--- src/rtl/ttpm_pkg.sv ---
// Shared types and constants for the thrust to PWM mapper.
// No dependencies.
`timescale 1ns / 1ps
`default_nettype none
package ttpm_pkg;

  localparam int NumThr = 6;

  typedef enum logic [1:0] {
    CMD_PACKET = 2'd0,
    CMD_TICK   = 2'd1,
    CMD_STOP   = 2'd2,
    CMD_NONE   = 2'd3
  } cmd_t;

  typedef enum logic [2:0] {
    REG_LIMIT_EN  = 3'd0,
    REG_SINGLE    = 3'd1,
    REG_TOTAL     = 3'd2,
    REG_TIMEOUT   = 3'd3,
    REG_DEADBAND  = 3'd4
  } reg_idx_t;

  localparam logic [10:0] PwmNeutral = 11'd1500;
  localparam logic [10:0] PwmLow     = 11'd1000;
  localparam logic [10:0] PwmHigh    = 11'd2000;
  localparam logic [10:0] LedLow     = 11'd1100;
  localparam logic [10:0] LedHigh    = 11'd1900;
  localparam logic [16:0] TickMax    = 17'd131071;

  // One job handed from the front part to the back part.
  typedef struct packed {
    logic [NumThr-1:0][13:0] thr;
    logic [10:0]             led_r;
    logic [10:0]             led_l;
    logic                    timed;
  } job_t;

  typedef struct packed {
    logic        limit_en;
    logic [12:0] single_lim;
    logic [15:0] total_lim;
    logic [12:0] deadband;
  } cfg_t;

  // Cubic coefficients at scale 2^20; row = {cw, negative}.
  function automatic logic signed [31:0] coef(input logic [1:0] row, input logic [1:0] k);
    logic signed [31:0] c;
    c = '0;
    unique case ({row, k})
      4'b00_00: c = -32'sd1573;
      4'b00_01: c = 32'sd180775;
      4'b00_10: c = -32'sd12515803;
      4'b00_11: c = 32'sd1537107558;
      4'b01_00: c = -32'sd3670;
      4'b01_01: c = -32'sd312581;
      4'b01_10: c = -32'sd16222519;
      4'b01_11: c = 32'sd1606837862;
      4'b10_00: c = 32'sd1573;
      4'b10_01: c = -32'sd180775;
      4'b10_10: c = 32'sd12515803;
      4'b10_11: c = 32'sd1608620442;
      4'b11_00: c = 32'sd3670;
      4'b11_01: c = 32'sd312581;
      4'b11_10: c = 32'sd16222519;
      4'b11_11: c = 32'sd1538890138;
      default:  c = '0;
    endcase
    return c;
  endfunction

endpackage
`default_nettype wire

--- src/rtl/ttpm_front.sv ---
// Front part: accepts items, keeps thrust/LED/tick state, issues jobs.
// Depends on ttpm_pkg.
`timescale 1ns / 1ps
`default_nettype none
module ttpm_front (
  input  wire logic                 clk,
  input  wire logic                 rst,
  input  wire logic                 in_valid,
  output logic                      in_stall,
  input  wire logic [1:0]           cmd,
  input  wire logic                 has_thrust,
  input  wire logic [5:0][13:0]     thr_in,
  input  wire logic                 has_lights,
  input  wire logic [15:0]          light_right,
  input  wire logic [15:0]          light_left,
  input  wire logic [15:0]          timeout_ticks,
  output logic                      job_valid,
  input  wire logic                 job_stall,
  output ttpm_pkg::job_t            job
);

  logic [5:0][13:0] thrust_store;
  logic [10:0]      led_r, led_l;
  logic [16:0]      elapsed;
  logic [16:0]      elapsed_next;
  logic             acc;
  logic             emit;
  logic             timed;

  function automatic logic [10:0] clamp_led(input logic [15:0] v);
    if (v < 16'(ttpm_pkg::LedLow)) return ttpm_pkg::LedLow;
    if (v > 16'(ttpm_pkg::LedHigh)) return ttpm_pkg::LedHigh;
    return v[10:0];
  endfunction

  // Hold off while the last job has not been taken.
  assign in_stall = job_valid && job_stall;
  assign acc = in_valid && !in_stall;
  assign elapsed_next = (elapsed < ttpm_pkg::TickMax) ? elapsed + 17'd1 : elapsed;

  always_comb begin
    emit = 1'b0;
    timed = 1'b0;
    unique case (ttpm_pkg::cmd_t'(cmd))
      ttpm_pkg::CMD_PACKET: emit = 1'b1;
      ttpm_pkg::CMD_STOP:   emit = 1'b1;
      ttpm_pkg::CMD_TICK: begin
        emit = elapsed_next > {1'b0, timeout_ticks};
        timed = emit;
      end
      default: emit = 1'b0;
    endcase
  end

  // Update state and post a job.
  always_ff @(posedge clk) begin
    if (rst) begin
      thrust_store <= '0;
      led_r <= ttpm_pkg::LedLow;
      led_l <= ttpm_pkg::LedLow;
      elapsed <= '0;
      job_valid <= 1'b0;
    end else begin
      if (acc && emit) job_valid <= 1'b1;
      else if (!job_stall) job_valid <= 1'b0;
      if (acc) begin
        unique case (ttpm_pkg::cmd_t'(cmd))
          ttpm_pkg::CMD_PACKET: begin
            elapsed <= '0;
            if (has_thrust) thrust_store <= thr_in;
            if (has_lights) begin
              led_r <= clamp_led(light_right);
              led_l <= clamp_led(light_left);
            end
            job.thr <= has_thrust ? thr_in : thrust_store;
            job.led_r <= has_lights ? clamp_led(light_right) : led_r;
            job.led_l <= has_lights ? clamp_led(light_left) : led_l;
          end
          ttpm_pkg::CMD_TICK: begin
            elapsed <= elapsed_next;
            if (emit) thrust_store <= '0;
            job.thr <= '0;
            job.led_r <= led_r;
            job.led_l <= led_l;
          end
          ttpm_pkg::CMD_STOP: begin
            thrust_store <= '0;
            led_r <= ttpm_pkg::LedLow;
            led_l <= ttpm_pkg::LedLow;
            job.thr <= '0;
            job.led_r <= ttpm_pkg::LedLow;
            job.led_l <= ttpm_pkg::LedLow;
          end
          default: ;
        endcase
        job.timed <= timed;
      end
    end
  end

  a_no_overwrite: assert property (@(posedge clk) disable iff (rst)
    job_valid && job_stall |=> job_valid && $stable(job))
    else $error("job lost");
  a_stall: assert property (@(posedge clk) disable iff (rst)
    in_stall |-> job_valid)
    else $error("stall without job");
  a_tick_clear: assert property (@(posedge clk) disable iff (rst)
    acc && cmd == ttpm_pkg::CMD_PACKET |=> elapsed == '0)
    else $error("elapsed not cleared");

endmodule
`default_nettype wire

--- config.mk ---
export PLATFORM = sky130hd
export DESIGN_NAME = ttpm_front
export DESIGN_NICKNAME = d
export VERILOG_FILES = /design/src/rtl/ttpm_pkg.sv /design/src/rtl/ttpm_front.sv
export SDC_FILE = /design/constraint.sdc
export NUM_CORES = 1
export LEC_CHECK = 0
export BUFFER_PORTS_ARGS = -buffer_cell sky130_fd_sc_hd__clkbuf_2
export CAP_MARGIN = 5
export CORE_UTILIZATION = 55
export DETAILED_ROUTE_END_ITERATION = 10
export MAX_ROUTING_LAYER = met4
export PLACE_DENSITY_LB_ADDON = 0.2
export RECOVER_POWER = 100
export SLEW_MARGIN = 10
export SYNTH_ARGS = -nofsm -noshare
export SYNTH_HDL_FRONTEND = slang
export SYNTH_SLANG_ARGS = --single-unit
--- constraint.sdc ---
create_clock -name clk -period 7.8 [get_ports clk]
set_input_delay 0.78 -clock clk [delete_from_list [all_inputs] [get_ports clk]]
set_output_delay 0.78 -clock clk [all_outputs]
set_load 0.01 [all_outputs]
==> run metrics, run 1 <==
Gate power share=10.3%; Int Pwr=2.08 mW; Worst Skew=0.0129 ns; DR iter-0 viols=370; Slew Viols, Final=372; Crit. End Element=register; Die W=144 um; failing checks=max-capacitance violations, max-slew violations; most frequent cells in the layout=138 x clkbuf_2, 127 x nor2_1, 124 x dfxtp_1; Via density=5.46; final setup violation count=0; Worst Max-Slew Pin Slew=4.37 ns; DRT antenna net count=0; placed cells=1,479; initial antenna violation count=0; Post-Route WL=24.5 mm; Critical Path, Cell by Cell=clkbuf_1 -> clkbuf_2 -> nor3_1 -> mux2_1; Post-Layout Cell Count=1,523; total core area=19,500 sq um; Worst Path Arrival=6.05 ns; Crit path largest cell delay=3.00 ns; Buf/Inv on CP=2; commonest non-fill, non-tap cell in the layout=clkbuf_2; root buffer cell=clkbuf_16; main area contributors after synthesis=edfxtp_1 29%, dfxtp_1 23%, mux2i_1 7.7%; Synth Cell Area=11,000 sq um; Initial Util=56.4%; largest net degree at the start of global routing=101; layout cells sized above 1=17.1%; drc violations=0; P_sw=0.648 mW; Post-CTS Hold Fix Bufs=0; Layout Utilization=66.4%; GR Overflow Total=0; Inserted Diodes=0; worst hold path type=register to register; Yosys top cell area share=29.2%; CTS Buffer Depth=3; Max Cap Violations=5; Post-synth top flop=dfxtp_1; VDD IR max=0.000215 V; Rel. slew slack=-191%; # fillers=1,618; clock share of power=41.2%; hpwl dp=16.1 mm; first-pass GRT wire length=38.4 mm; Ys Warns=0; 1st-pass router iterations=5; synth unique cells=55; H-tree depth=1; Setup TNS=0 ns; Die Ht=144 um; nets=1,401; Setup Crit Path Kind=primary input to register; clk sinks=231; outcome=finished, violations left; area post-placement=12,400 sq um; leading area contributor after synthesis=edfxtp_1; Worst-Skew Late Latency=0.51 ns; Area Overhead vs Synth=17.8%; RD Place Congestion=0.873; LEAKAGE=5.43 nW; die area=20,600 sq um; crit path launch type=primary input; crit path max fanout=100; synthesized instance count=1,029; worst r2r path cells=13; Post-synth EDFFs=107; Worst path depth=4; Reg power frac=48.5%; minimum clock period after layout=5.67 ns; post-synthesis area per instance=10.7 sq um; I/O pins=249; Via Count=8,318; Post-CTS Resized=0; DR WL/cell=16.1 um; clk slew on worst S/H paths=0.06 ns; asr flop ratio synth=0%; fmax=176 MHz; Overall Power=2.73 mW; Seq/Total Area, Yosys=51.7%; Power Density=211 nW/um^2; TritonCTS clock tree=built; Top delay family on crit path=buffers and inverters; CTS Buf Count=24; Post-CTS Setup Inserts=0; port bufs=248; RSZ-0062 raised after global routing=no; Sw Ratio=23.7%; Yosys reg bits=231; Hold Fails Final Rpt=0; Row Count=51; vias in the first global route=7,804; CP max-delay cell=clkbuf_1; gr usage total=24.0%; Critical Path RT=8.19 ns; final instance area=13,000 sq um; final period utilization=72.7%; syn nets=1,190; hold depth=1
==> kinds of logic after synthesis <==
| logic type | count (synthesis) | share of synthesized area [%] |
|---|---|---|
| AND/OR/NAND/NOR | 388 | 17.2 |
| flip-flops | 231 | 51.7 |
| multiplexers | 171 | 16.5 |
| AO/OA/AOI/OAI | 115 | 7.56 |
| buffers and inverters | 90 | 3.59 |
| adder cells (fa/ha/maj) | 21 | 2.39 |
| XOR/XNOR | 13 | 1.03 |
==> cell usage after synthesis, drive strengths merged, types with 3 or more instances <==
cell / number
a21oi: 13
a22o: 23
a22oi: 7
a311oi: 3
a31oi: 8
a41o: 3
and4: 3
buf: 21
clkbuf: 49
dfxtp: 124
edfxtp: 107
ha: 21
inv: 20
mux2: 86
mux2i: 85
nand2: 38
nand2b: 5
nand3: 22
nand4: 4
nor2: 128
nor2b: 86
nor3: 89
o21ai: 25
o22a: 6
o31ai: 6
or2: 4
xnor2: 7
xor2: 6
==> area by class of cell <==
| class | instances | area (sq um) | area share [%] |
|---|---|---|---|
| clock buffers | 36 | 717 | 5.53 |
| clock inverters | 8 | 67.6 | 0.521 |
| inverters | 20 | 75.1 | 0.579 |
| multi-input cells | 708 | 4940 | 38.1 |
| flip-flops and latches | 231 | 5700 | 43.9 |
| well taps | 265 | 332 | 2.56 |
| repair buffers | 255 | 1140 | 8.82 |
==> flip-flops by register name, summed over array words and instances (netlist names) <==
register      cells
thrust_store     84
led_l            11
job             107
led_r            11
job_valid         1
elapsed          17
==> power groups by stage <==
| stage | sequential, mW | clock (mW) | combinational, mW |
|---|---|---|---|
| floorplan | 1.36 | 0 | 0.180 |
| global placement | 1.35 | 0 | 0.286 |
| detailed placement | 1.35 | 0 | 0.290 |
| CTS | 1.32 | 1.15 | 0.291 |
| global route | 1.33 | 1.20 | 0.313 |
| finish | 1.32 | 1.13 | 0.282 |
==> through the flow <==
stage               setup slack, ns  hold WS [ns]
floorplan                      1.23         0.412
global placement               3.17         0.428
detailed placement             3.08         0.430
CTS                            3.07         0.447
global route                   1.65         0.457
finish                         2.13         0.444
==> worst reg2reg max path: stages, from the launching register on <==
cell	delay, ns
dfxtp_1	0.36
and4_1	0.25
and3_1	0.26
a211oi_1	0.58
nand3_1	0.21
xnor2_1	0.17
ha_1	0.30
nand4_1	0.13
nor3_1	0.28
a221oi_1	0.12
a21bo_1	0.27
a41oi_4	0.80
clkbuf_2	1.34
mux2_2	0.48
==> final timing paths <==
check | startpoint | endpoint | slack (ns)
max reg2reg | elapsed[4] | thrust_store[35] | 2.15
min reg2reg | led_l[10] | led_l[10] | 0.44
max | rst | thrust_store[3] | 2.13
min | led_l[10] | led_l[10] | 0.44
==> metal layers <==
layer / up-vias / routed length, um / global-route usage (%)
met5: - / 0 / -
li1: 4131 / - / -
met3: 50 / 1610 / 4.17
met2: 289 / 11100 / 37.4
met1: 3848 / 10900 / 31.5
met4: 0 / 818 / 8.73
Note: power is estimated with default switching activity, not from simulation.
==> run 2: changes to the inputs <==
CORE_UTILIZATION = 49   (was 55)
clock period = 4.91 ns   (was 7.8 ns; I/O delays follow)
==> run 2 against run 1 <==
Net effect: the run ends with design-rule violations, max-capacitance violations, max-slew violations left; hold slack worse by 0.21 ns; critical path depth up 9; clock skew increased by 0.0039 ns; wire length grew 1.7%; cell count increased by 1.5%; setup slack lost 1.6 ns; design area increased by 0.31%; flip-flop and latch count is the same; clock power increased by 56%; via count up 1.1%; utilization shrank 7.2 points; largest cell class unchanged.
==> run metrics, run 2 (synthesis results as in run 1) <==
R2R Setup Slk=0.54 ns; Die Ht=152 um; Inserted Diodes=0; Post-Route WL=24.9 mm; Worst Path Arrival=4.77 ns; hpwl dp=16.6 mm; Worst Max-Slew Pin Slew=2.69 ns; first-pass GRT wire length=40.5 mm; Row Count=54; Die W=152 um; final period utilization=89.0%; pre-CTS setup slack=0.703 ns; CTS Buffer Depth=3; Critical Path RT=5.31 ns; LEAKAGE=5.44 nW; RD Place Congestion=0.880; TritonCTS clock tree=built; Initial Util=50.2%; worst hold path type=primary input to register; root buffer cell=clkbuf_16; 1st-pass router iterations=8; Int Pwr=3.28 mW; outcome=finished, violations left; Post-CTS Hold Fix Bufs=0; RSZ-0062 raised after global routing=no; fmax=229 MHz; Gate power share=10.5%; Reg power frac=48.7%; nets=1,408; Area Overhead vs Synth=18.2%; clk slew on worst S/H paths=0.06 ns; GR Overflow Total=0; Max Cap Violations=3; # fillers=1,936; Via Count=8,407; RR Endpoint=thrust_store[82]; Post-CTS Setup Inserts=0; crit path max fanout=18; hold depth=2; failing checks=design-rule violations, max-capacitance violations, max-slew violations; initial antenna violation count=0; total core area=22,000 sq um; die area=23,100 sq um; max reg flops=107; H-tree depth=1; Rel. slew slack=-79.6%; biggest regs=job: 107 flops, thrust_store: 84 flops, elapsed: 17 flops; r2r startpoint=elapsed[2]; register with the most flip-flops=job; Worst Skew=0.0168 ns; DR WL/cell=16.1 um; Power Density=332 nW/um^2; final setup violation count=0; drc violations=39; fin worst setup slack=0.541 ns; I/O pins=249; minimum clock period after layout=4.37 ns; VDD IR max=0.000280 V; CP startpoint=elapsed[2]; layout cells sized above 1=17.1%; hold_sp=light_left[1]; DRT antenna net count=0; Slew Viols, Final=206; largest net degree at the start of global routing=105; Setup TNS=0 ns; Setup Crit Path Kind=register to register; clock share of power=40.8%; crit path launch type=register; Post-CTS Resized=0; DR iter-0 viols=547; Crit. End Element=register; final instance area=13,000 sq um; area post-placement=12,500 sq um; worst r2r path cells=13; Via density=5.44; P_sw=1.04 mW; Hold EP=led_l[1]; Hold Fails Final Rpt=0; port bufs=248; most frequent cells in the layout=141 x clkbuf_2, 128 x nor2_1, 125 x clkbuf_1; worst hold margin=0.231 ns; gr usage total=22.1%; Worst-Skew Late Latency=0.53 ns; CTS Buf Count=25; clk sinks=231; commonest non-fill, non-tap cell in the layout=clkbuf_2; vias in the first global route=7,970; Sw Ratio=24.1%
run 2: cell types whose count changed in the layout (fill, tap and decap cells not counted), sizes merged:
cell | previous run | this run
inv | 20 | 22
clkinvlp | 0 | 1
clkinv | 7 | 1
bufinv | 1 | 0
clkbuf | 287 | 297
buf | 4 | 6
run 2: critical path: stages, from the launching register on:
cell      delay, ns
dfxtp_1        0.45
and4_1         0.29
nand3_1        0.21
o31ai_1        0.69
nor2_1         0.15
xor2_1         0.18
ha_1           0.31
nand4_1        0.12
nor3_1         0.19
o31ai_1        0.09
a21bo_2        0.23
a41oi_4        0.44
clkbuf_2       0.52
mux2_1         0.37
run 2: through the flow:
stage	std cells	util, %	power (mW)
floorplan	1029	-	2.45
global placement	1500	56.8	2.61
detailed placement	1500	56.8	2.62
CTS	1546	60.3	4.39
global route	1546	59.3	4.50
finish	1546	59.3	4.32
run 2: layout make-up:
class / count / area, sq um / share of cell area (%)
Clock buffer: 42 / 739 / 5.68
Clock inverter: 4 / 30.0 / 0.231
Inverter: 20 / 75.1 / 0.577
Multi-Input combinational cell: 708 / 4930 / 37.9
Sequential cell: 231 / 5700 / 43.8
Tap cell: 280 / 350 / 2.69
Timing Repair Buffer: 261 / 1190 / 9.18
run 2: worst max path at each step:
stage / end
floorplan: job[100]
global placement: thrust_store[47]
detailed placement: thrust_store[53]
CTS: thrust_store[53]
global route: thrust_store[60]
finish: thrust_store[82]
run 2: per-layer routing:
| metal | up-vias | GRT usage, % | routed length, um |
|---|---|---|---|
| li1 | 4136 | - | - |
| met1 | 3975 | 29.0 | 11400 |
| met2 | 248 | 34.7 | 11400 |
| met3 | 48 | 3.68 | 1540 |
| met4 | 0 | 7.29 | 626 |
| met5 | - | - | 0 |
run 2: power by group through the flow:
| stage | Combinational, mW | Clock, mW | Sequential (mW) |
|---|---|---|---|
| after floorplan | 0.286 | 0 | 2.16 |
| after global placement | 0.468 | 0 | 2.15 |
| after detailed placement | 0.473 | 0 | 2.15 |
| after CTS | 0.476 | 1.81 | 2.10 |
| after global routing | 0.499 | 1.89 | 2.11 |
| final | 0.453 | 1.76 | 2.11 |
